File: src/hw/rtl/clre_pkg.sv
`default_nettype none
// ----------------------------------------------------------------------------
// clre_pkg: shared types and constants of the column level rank encoder
// Holds the field widths, the item kind codes, the stream word layout and
// the command group that runs from the controller to the datapath.
// ----------------------------------------------------------------------------
package clre_pkg;

  // Field widths of one input item and one result item.
  localparam int KIND_W  = 2;
  localparam int VAL_W   = 16;
  localparam int IDX_W   = 4;
  localparam int CODE_W  = 4;
  localparam int CNT_W   = 5;
  localparam int LEVEL_W = 16;

  // Stream word widths.
  localparam int S_TDATA_W = 24;
  localparam int S_TUSER_W = 4;
  localparam int M_TDATA_W = 32;
  localparam int M_TUSER_W = 1;

  // Item kinds.
  localparam logic [KIND_W-1:0] KIND_LEARN  = 2'd0;
  localparam logic [KIND_W-1:0] KIND_RECODE = 2'd1;
  localparam logic [KIND_W-1:0] KIND_READ   = 2'd2;

  // Commands from the controller to the datapath.
  typedef struct packed {
    logic capture;  // latch the item and its compare vectors
    logic commit;   // update the table and load the result register
  } ctrl_cmd_t;

endpackage : clre_pkg
`default_nettype wire

File: src/hw/rtl/clre_ctrl.sv
`default_nettype none
// ----------------------------------------------------------------------------
// clre_ctrl: item sequencer of the column level rank encoder
// Two-state controller that accepts one item, lets the datapath apply it
// once the result register is free, and owns the result valid flag.
// ----------------------------------------------------------------------------
module clre_ctrl (
  input  wire logic               clk,
  input  wire logic               rst,
  input  wire logic               in_valid,
  output logic                    in_ready,
  output logic                    out_valid,
  input  wire logic               out_ready,
  output clre_pkg::ctrl_cmd_t     cmd
);
  import clre_pkg::*;

  typedef enum logic {
    ST_IDLE,
    ST_EXEC
  } state_t;

  state_t state;
  logic   slot_free;

  // An item is taken only while no item is held for execution.
  assign in_ready    = (state == ST_IDLE);
  assign slot_free   = !out_valid || out_ready;
  assign cmd.capture = in_valid && in_ready;
  assign cmd.commit  = (state == ST_EXEC) && slot_free;

  // State and result valid flag.
  always_ff @(posedge clk) begin
    if (rst) begin
      state     <= ST_IDLE;
      out_valid <= 1'b0;
    end else begin
      unique case (state)
        ST_IDLE: begin
          if (in_valid) begin
            state <= ST_EXEC;
          end
        end
        ST_EXEC: begin
          if (slot_free) begin
            state <= ST_IDLE;
          end
        end
        default: begin
          state <= ST_IDLE;
        end
      endcase
      if (cmd.commit) begin
        out_valid <= 1'b1;
      end else if (out_ready) begin
        out_valid <= 1'b0;
      end
    end
  end

endmodule : clre_ctrl
`default_nettype wire

File: src/hw/rtl/clre_datapath.sv
`default_nettype none
// ----------------------------------------------------------------------------
// clre_datapath: level table cell row and result register
// Each cell holds one sorted level and compares it with the incoming value
// in parallel. The less-than vector drives the sorted insert shift and the
// equal vector gives the rank of a known value.
// ----------------------------------------------------------------------------
module clre_datapath #(
  parameter int MAX_LEVELS = 16,
  parameter int VALUE_BITS = 16
) (
  input  wire logic                                  clk,
  input  wire logic                                  rst,
  input  wire clre_pkg::ctrl_cmd_t                   cmd,
  input  wire logic [clre_pkg::KIND_W-1:0]           in_kind,
  input  wire logic signed [clre_pkg::VAL_W-1:0]     in_value,
  input  wire logic                                  in_missing,
  input  wire logic                                  in_first,
  input  wire logic [clre_pkg::IDX_W-1:0]            in_level_index,
  output logic [clre_pkg::CODE_W-1:0]                res_code,
  output logic                                       res_code_valid,
  output logic [clre_pkg::CNT_W-1:0]                 res_level_count,
  output logic signed [clre_pkg::LEVEL_W-1:0]        res_level_value,
  output logic                                       res_overflow
);
  import clre_pkg::*;

  localparam int CW = $clog2(MAX_LEVELS + 1);

  // Cell row and column state.
  logic signed [VALUE_BITS-1:0] tbl [MAX_LEVELS];
  logic [CW-1:0]                count;
  logic                         ovf;

  // Held item and its compare vectors.
  logic [KIND_W-1:0]            op_kind;
  logic signed [VALUE_BITS-1:0] op_value;
  logic                         op_missing;
  logic [IDX_W-1:0]             op_index;
  logic [MAX_LEVELS-1:0]        lt;
  logic [MAX_LEVELS-1:0]        eq;

  logic                         new_col;
  logic [CW-1:0]                cnt_eff;
  logic signed [VALUE_BITS-1:0] in_v;
  logic [MAX_LEVELS-1:0]        lt_w;
  logic [MAX_LEVELS-1:0]        eq_w;

  logic                         hit;
  logic                         learn_new;
  logic                         full;
  logic                         do_insert;
  logic [CW-1:0]                count_next;
  logic                         ovf_next;
  logic [CODE_W-1:0]            code_enc;
  logic signed [VALUE_BITS-1:0] rd_level;
  logic                         rd_ok;
  logic signed [VALUE_BITS-1:0] ins [MAX_LEVELS];
  logic [CODE_W-1:0]            code_next;
  logic                         valid_next;
  logic signed [LEVEL_W-1:0]    level_next;

  // A learn that opens a column sees an empty table.
  assign new_col = (in_kind == KIND_LEARN) && in_first;
  assign cnt_eff = new_col ? '0 : count;
  // The low VALUE_BITS bits of the value field form the two's complement level.
  assign in_v    = VALUE_BITS'($unsigned(in_value));

  // Parallel compare of the incoming value in every live cell.
  always_comb begin
    for (int i = 0; i < MAX_LEVELS; i++) begin
      lt_w[i] = (CW'(i) < cnt_eff) && (tbl[i] < in_v);
      eq_w[i] = (CW'(i) < cnt_eff) && (tbl[i] == in_v);
    end
  end

  // Learn outcome and next column state.
  assign hit        = |eq;
  assign learn_new  = (op_kind == KIND_LEARN) && !op_missing && !hit;
  assign full       = (count >= CW'(MAX_LEVELS));
  assign do_insert  = learn_new && !full;
  assign count_next = do_insert ? count + 1'b1 : count;
  assign ovf_next   = ovf || (learn_new && full);

  // Sorted insert: cells below the position keep, the position takes the
  // value, the cells above shift up by one.
  always_comb begin
    ins[0] = lt[0] ? tbl[0] : op_value;
    for (int i = 1; i < MAX_LEVELS; i++) begin
      if (lt[i]) begin
        ins[i] = tbl[i];
      end else if (lt[i-1]) begin
        ins[i] = op_value;
      end else begin
        ins[i] = tbl[i-1];
      end
    end
  end

  // Rank of a matching cell and the read-back selection.
  always_comb begin
    code_enc = '0;
    rd_level = '0;
    for (int i = 0; i < MAX_LEVELS; i++) begin
      if (eq[i]) begin
        code_enc = code_enc | CODE_W'(i);
      end
      if (32'(op_index) == 32'(i)) begin
        rd_level = tbl[i];
      end
    end
  end

  assign rd_ok = (32'(op_index) < 32'(count)) && (32'(op_index) < 32'(MAX_LEVELS));

  // Result fields by item kind.
  always_comb begin
    code_next  = '0;
    valid_next = 1'b0;
    level_next = '0;
    case (op_kind)
      KIND_RECODE: begin
        if (!op_missing && hit) begin
          code_next  = code_enc;
          valid_next = 1'b1;
        end
      end
      KIND_READ: begin
        if (rd_ok) begin
          code_next  = CODE_W'(op_index);
          valid_next = 1'b1;
          level_next = LEVEL_W'(rd_level);
        end
      end
      default: begin
        code_next = '0;
      end
    endcase
  end

  // Column state: cleared by a new column on capture, updated on commit.
  always_ff @(posedge clk) begin
    if (rst) begin
      count <= '0;
      ovf   <= 1'b0;
    end else begin
      if (cmd.capture && new_col) begin
        count <= '0;
        ovf   <= 1'b0;
      end
      if (cmd.commit) begin
        count <= count_next;
        ovf   <= ovf_next;
      end
    end
  end

  // Held item and result register.
  always_ff @(posedge clk) begin
    if (cmd.capture) begin
      op_kind    <= in_kind;
      op_value   <= in_v;
      op_missing <= in_missing;
      op_index   <= in_level_index;
      lt         <= lt_w;
      eq         <= eq_w;
    end
    if (cmd.commit) begin
      res_code        <= code_next;
      res_code_valid  <= valid_next;
      res_level_count <= CNT_W'(count_next);
      res_level_value <= level_next;
      res_overflow    <= ovf_next;
    end
  end

  // Level cells.
  always_ff @(posedge clk) begin
    if (cmd.commit && do_insert) begin
      for (int i = 0; i < MAX_LEVELS; i++) begin
        tbl[i] <= ins[i];
      end
    end
  end

  // The stored count never passes the table depth.
  a_count_bound: assert property (@(posedge clk) disable iff (rst)
    count <= CW'(MAX_LEVELS))
    else $error("level count beyond table depth");

  // Overflow is only ever raised by a full table and holds no fewer levels.
  a_ovf_full: assert property (@(posedge clk) disable iff (rst)
    ovf |-> full)
    else $error("overflow set with room left in the table");

  // Stored levels are distinct, so at most one cell matches.
  a_eq_unique: assert property (@(posedge clk) disable iff (rst)
    $onehot0(eq_w))
    else $error("more than one cell matches the value");

endmodule : clre_datapath
`default_nettype wire

File: src/hw/rtl/column_level_rank_encoder.sv
`default_nettype none
// ----------------------------------------------------------------------------
// column_level_rank_encoder: dense rank encoder for one category column
// Learns the sorted distinct levels of a column and recodes values to their
// 0-based rank. Every item returns exactly one result item.
// ----------------------------------------------------------------------------
// In the accept cycle the value is compared with every stored level at once
// in the cell row and the compare vectors are registered; once the result
// register is free, the sorted insert is applied and the result register is
// loaded. A new item is taken as soon as the previous one has reached the
// result register, not before. A learn item with first set opens a new
// column; the overflow flag stays set until then once a new level arrives
// at a full table.
module column_level_rank_encoder #(
  parameter int MAX_LEVELS = 16,
  parameter int VALUE_BITS = 16
) (
  input  wire logic                              clk,
  input  wire logic                              rst,
  input  wire logic                              s_tvalid,
  output logic                                   s_tready,
  // value [15:0], level_index [19:16], zero fill [23:20]
  input  wire logic [clre_pkg::S_TDATA_W-1:0]    s_tdata,
  // kind [1:0], missing [2], first [3]
  input  wire logic [clre_pkg::S_TUSER_W-1:0]    s_tuser,
  output logic                                   m_tvalid,
  input  wire logic                              m_tready,
  // code [3:0], level_count [8:4], level_value [24:9], overflow [25],
  // zero fill [31:26]
  output logic [clre_pkg::M_TDATA_W-1:0]         m_tdata,
  // code_valid [0]
  output logic [clre_pkg::M_TUSER_W-1:0]         m_tuser
);
  import clre_pkg::*;

  ctrl_cmd_t                 cmd;
  logic [CODE_W-1:0]         res_code;
  logic                      res_code_valid;
  logic [CNT_W-1:0]          res_level_count;
  logic signed [LEVEL_W-1:0] res_level_value;
  logic                      res_overflow;

  // Item sequencing and handshake.
  clre_ctrl u_ctrl (
    .clk       (clk),
    .rst       (rst),
    .in_valid  (s_tvalid),
    .in_ready  (s_tready),
    .out_valid (m_tvalid),
    .out_ready (m_tready),
    .cmd       (cmd)
  );

  // Level table and result register.
  clre_datapath #(
    .MAX_LEVELS (MAX_LEVELS),
    .VALUE_BITS (VALUE_BITS)
  ) u_datapath (
    .clk             (clk),
    .rst             (rst),
    .cmd             (cmd),
    .in_kind         (s_tuser[1:0]),
    .in_value        (s_tdata[15:0]),
    .in_missing      (s_tuser[2]),
    .in_first        (s_tuser[3]),
    .in_level_index  (s_tdata[19:16]),
    .res_code        (res_code),
    .res_code_valid  (res_code_valid),
    .res_level_count (res_level_count),
    .res_level_value (res_level_value),
    .res_overflow    (res_overflow)
  );

  // Result word packing.
  assign m_tdata = {6'b0, res_overflow, res_level_value, res_level_count, res_code};
  assign m_tuser = res_code_valid;

endmodule : column_level_rank_encoder
`default_nettype wire
File: config.mk
export PLATFORM = sky130hd
export DESIGN_NAME = column_level_rank_encoder
export DESIGN_NICKNAME = d
export VERILOG_FILES = /design/src/hw/rtl/clre_pkg.sv /design/src/hw/rtl/clre_ctrl.sv /design/src/hw/rtl/clre_datapath.sv /design/src/hw/rtl/column_level_rank_encoder.sv
export SDC_FILE = /design/constraint.sdc
export NUM_CORES = 1
export LEC_CHECK = 0
export BUFFER_PORTS_ARGS = -buffer_cell sky130_fd_sc_hd__buf_2
export CAP_MARGIN = 20
export CORE_MARGIN = 8
export CORE_UTILIZATION = 64
export DETAILED_ROUTE_END_ITERATION = 6
export PLACE_DENSITY_LB_ADDON = 0.25
export SYNTH_ARGS = -nofsm -noshare
export SYNTH_HDL_FRONTEND = slang
export SYNTH_SLANG_ARGS = --single-unit
File: constraint.sdc
create_clock -name clk -period 4.4 [get_ports clk]
set_clock_uncertainty 0.1 [all_clocks]
set_input_delay 0.22 -clock clk [delete_from_list [all_inputs] [get_ports clk]]
set_output_delay 0.22 -clock clk [all_outputs]
set_load 0.005 [all_outputs]
==> run metrics <==
WP data arrival 3360 ps; routed wire length 73500 um; number of distinct standard cells referenced by the synthesized netlist 85; share of cells above drive strength 1 0.212; top routing layer used met4; htree depth 2; via count 17705; I/O pin count 67; setup repair after global routing missed its margin no; Placed Cells 2373; full die area 0.0416 mm2; Met1 Wirelength 27900 um; Highest Clock Rate 0.314 GHz; max-capacitance violation count 0; Routability Congestion 1.05; maximum number of pins on one net before global-route repair 78; initial standard-cell utilization of the core 0.642; CTS tree done; Final Power 0.00801 W; filler instances 2500; overall die width 204 um; final setup vio count 0; clock network fraction of design power 0.420; register area share after synthesis 0.456; maximum ir drop on the vdd rail 375 uV; Placed Area 0.0233 mm2; Synth async-reset ratio 0; Slew Limit Headroom 0.185; cts-stage hold buffer count 25; violation count after the first detailed-route iteration 2427; synthesized area divided by synthesized cell count 11.9 um2; Non-Filler Cell Area, Final 0.0248 mm2; nets@finish 2274; result of the run finished clean; number of cell rows 69; required time at the endpoint of the critical path 4580 ps; Mapped Cells 1902; setup slack of the worst register-to-register path 1330 ps; startpoint of the most critical register-to-register path u_datapath.op_index[3]$_DFFE_PP_; maximum fanout encountered on the critical timing path 15; die boundary height 204 um; synthesis warning total 0; destination of the worst hold path u_datapath.op_value[0]$_DFFE_PP_; Mapped Area 0.0226 mm2; post-CTS resize count 0; flip-flop and latch count after synthesis 346; Area Growth Syn to Fin 9.84%; area fraction of the dominant cell type after synthesis 0.449; total length of routed met3 wires 10600 um; capture instance of the worst register-to-register path u_datapath.res_level_value[15]$_SDFFCE_PN0P_; Setup crit start kind input pin; Congestion Overflow GR 0; Sink Count 346; number of hold violations in the final report 0; capturing element type of the critical path flip-flop; areal power density over the cells 322 mW/mm2; Int Pwr 0.00600 W; HPWL after detailed placement 52500 um; number of DRC violations after detailed routing 0; detailed-router iteration count before antenna repair 6; Seq pwr share 0.476; top_reg_cell synth sky130_fd_sc_hd__edfxtp_1; antenna violations before repair 0; Worst Max-Slew Pin Slew 1210 ps; clock insertion delay at the later pin of the skew report 570 ps; library cell occupying the most area in the post-synthesis netlist sky130_fd_sc_hd__edfxtp_1; first-pass GRT wire length 108000 um; clock-pin slew of the registers on the worst-case setup and hold paths 70 ps; Leakage 9.35 nW; minimum clock period 3180 ps; hold path start s_tdata[0]; routed wl met2 31300 um; number of buffers added by the clock tree synthesis step 39; switching part of the total 0.251; top cells by area in the synthesized netlist sky130_fd_sc_hd__edfxtp_1, sky130_fd_sc_hd__ha_1, sky130_fd_sc_hd__mux2_2; type of the most critical hold path in2reg; accumulated negative setup slack 0 ps; Clock Tree Buf Depth 3; number of enable-type register cells in the synthesized netlist 338; cell depth of the worst flop-to-flop path 6; net switching power 0.00201 W; Inserted Diodes 0; buffers added on ports 56; buffer type at the clock tree root sky130_fd_sc_hd__clkbuf_16; number of standard cells in the final layout excluding fillers 2468; ANT nets after route 0; post-detailed-route wirelength per cell 29.8 um; count of pins over their slew limit 0; aggregate global-route resource usage 0.349; share of the cycle needed by the critical path after routing 0.724; post-DR vias/cell 7.17; combinational cell fraction of total power 0.104; number of instances on the worst hold path 1; worst setup path category in2reg; # Post-CTS Setup Buffers 0; area of the core region 0.0352 mm2; via count of the first global-routing pass 17037
## worst max-delay path by stage
stage	from	endpoint	slack, ps	cells after the start
after global placement	u_datapath.count[1]$_SDFFE_PP0P_	u_datapath.res_level_value[10]$_SDFFCE_PN0P_	1500	7
after detailed placement	u_datapath.count[1]$_SDFFE_PP0P_	u_datapath.res_level_value[10]$_SDFFCE_PN0P_	1460	7
after floorplan	u_ctrl.state$_SDFF_PP0_	u_datapath.count[2]$_SDFFE_PP0P_	400	5
after global routing	u_datapath.count[1]$_SDFFE_PP0P_	u_datapath.res_level_value[4]$_SDFFCE_PN0P_	1190	7
final	s_tdata[8]	u_datapath.lt[3]$_DFFE_PP_	1220	9
after CTS	u_datapath.count[1]$_SDFFE_PP0P_	u_datapath.res_level_value[3]$_SDFFCE_PN0P_	1430	6
## through the flow
step | hold WS, ps | worst slack [ps] | utilization
6_report | 180 | 1220 | 0.705
5_1_grt | 148 | 1190 | 0.705
4_1_cts | 138 | 1430 | 0.705
3_5_place_dp | 299 | 1460 | 0.662
2_1_floorplan | 219 | 401 | -
3_3_place_gp | 301 | 1500 | 0.662
## power by group through the flow
stage	Combinational, W	Clock [W]	Sequential, W
final	0.000836	0.00336	0.00381
after detailed placement	0.000785	0	0.00387
after floorplan	0.000593	0	0.00376
after global placement	0.000759	0	0.00387
after global routing	0.000895	0.00348	0.00381
after CTS	0.000811	0.00336	0.00380
## Yosys cell counts, types with 5 or more instances
cell type and instances:
sky130_fd_sc_hd__a2111oi_0 8, sky130_fd_sc_hd__a211o_1 6, sky130_fd_sc_hd__a211oi_1 13, sky130_fd_sc_hd__a21o_1 18, sky130_fd_sc_hd__a21oi_1 96, sky130_fd_sc_hd__a22oi_1 15, sky130_fd_sc_hd__a311oi_1 7, sky130_fd_sc_hd__a31oi_1 21
sky130_fd_sc_hd__a32oi_1 7, sky130_fd_sc_hd__and4_1 5, sky130_fd_sc_hd__buf_1 6, sky130_fd_sc_hd__buf_2 19, sky130_fd_sc_hd__buf_4 11, sky130_fd_sc_hd__buf_6 5, sky130_fd_sc_hd__clkbuf_1 51, sky130_fd_sc_hd__clkbuf_8 8
sky130_fd_sc_hd__dfxtp_1 8, sky130_fd_sc_hd__edfxtp_1 338, sky130_fd_sc_hd__ha_1 264, sky130_fd_sc_hd__inv_1 71, sky130_fd_sc_hd__mux2_2 225, sky130_fd_sc_hd__mux2i_1 24, sky130_fd_sc_hd__mux4_1 7, sky130_fd_sc_hd__mux4_2 13
sky130_fd_sc_hd__nand2_1 122, sky130_fd_sc_hd__nand2b_1 16, sky130_fd_sc_hd__nand3_1 51, sky130_fd_sc_hd__nand4_1 33, sky130_fd_sc_hd__nor2_1 97, sky130_fd_sc_hd__nor2b_1 26, sky130_fd_sc_hd__nor3_1 30, sky130_fd_sc_hd__nor3b_1 5
sky130_fd_sc_hd__nor4_1 21, sky130_fd_sc_hd__o211ai_1 12, sky130_fd_sc_hd__o21a_1 14, sky130_fd_sc_hd__o21ai_0 113, sky130_fd_sc_hd__o221ai_1 8, sky130_fd_sc_hd__o22ai_1 14, sky130_fd_sc_hd__o311ai_0 6, sky130_fd_sc_hd__o31ai_1 6
## kinds of logic after synthesis
group                      share of synthesized area
DFF                                            0.456
buffers and inverters                         0.0377
AOI/OAI and AO/OA                              0.111
adders and majority gates                      0.146
and+or+nand+nor                                0.104
muxes                                          0.144
other                                       0.000166
xor gates and xnor gates                     0.00116
## critical path, stage by stage
cell and delay (ps):
sky130_fd_sc_hd__dlygate4sd3_1 540, sky130_fd_sc_hd__buf_2 130, sky130_fd_sc_hd__inv_1 720, sky130_fd_sc_hd__ha_1 260, sky130_fd_sc_hd__nand4_1 140, sky130_fd_sc_hd__nor3_1 690, sky130_fd_sc_hd__o221ai_1 340, sky130_fd_sc_hd__a31oi_1 250
sky130_fd_sc_hd__nor4_1 70
## layer usage
metal | vias to the layer above | GRT usage
met1 | 8610 | 0.473
met4 | 0 | 0.161
li1 | 7546 | -
met3 | 202 | 0.104
met5 | - | 0
met2 | 1347 | 0.510
## sequential cells by signal, summed over array words and instances, names as in the netlist, 2 cells and up
| register | count |
|---|---|
| u_datapath.count | 5 |
| u_datapath.lt | 16 |
| u_datapath.res_level_count | 5 |
| u_datapath.op_value | 16 |
| u_datapath.res_code | 4 |
| u_datapath.res_level_value | 16 |
| u_datapath.op_kind | 2 |
| u_datapath.op_index | 4 |
| u_datapath.tbl | 256 |
| u_datapath.eq | 16 |
## final cells by class
cell class                 instances  area (um2)  area share
inverter                          73         274      0.0110
clock buffer                      46        1040      0.0421
timing repair buffer             131         918      0.0370
clock inverter                    24         231     0.00932
tap                              461         577      0.0232
multi-input combinational       1387       11500       0.462
sequential                       346       10300       0.415
## cells in the final DEF, fill, tap and decap left out, types with 18 or more instances in the layout
cell type,instances
sky130_fd_sc_hd__buf_2,56
sky130_fd_sc_hd__nor2_1,97
sky130_fd_sc_hd__nand2_1,122
sky130_fd_sc_hd__a31oi_1,21
sky130_fd_sc_hd__ha_1,264
sky130_fd_sc_hd__buf_4,49
sky130_fd_sc_hd__nor2b_1,25
sky130_fd_sc_hd__o21ai_0,113
sky130_fd_sc_hd__a21oi_1,96
sky130_fd_sc_hd__edfxtp_1,338
sky130_fd_sc_hd__nand4_1,33
sky130_fd_sc_hd__mux2_2,225
sky130_fd_sc_hd__dlygate4sd3_1,25
sky130_fd_sc_hd__nor4_1,21
sky130_fd_sc_hd__nor3_1,30
sky130_fd_sc_hd__mux2i_1,24
sky130_fd_sc_hd__nand3_1,51
sky130_fd_sc_hd__inv_1,71
sky130_fd_sc_hd__a21o_1,18
sky130_fd_sc_hd__clkbuf_16,41
(Power assumes the default switching activity.)
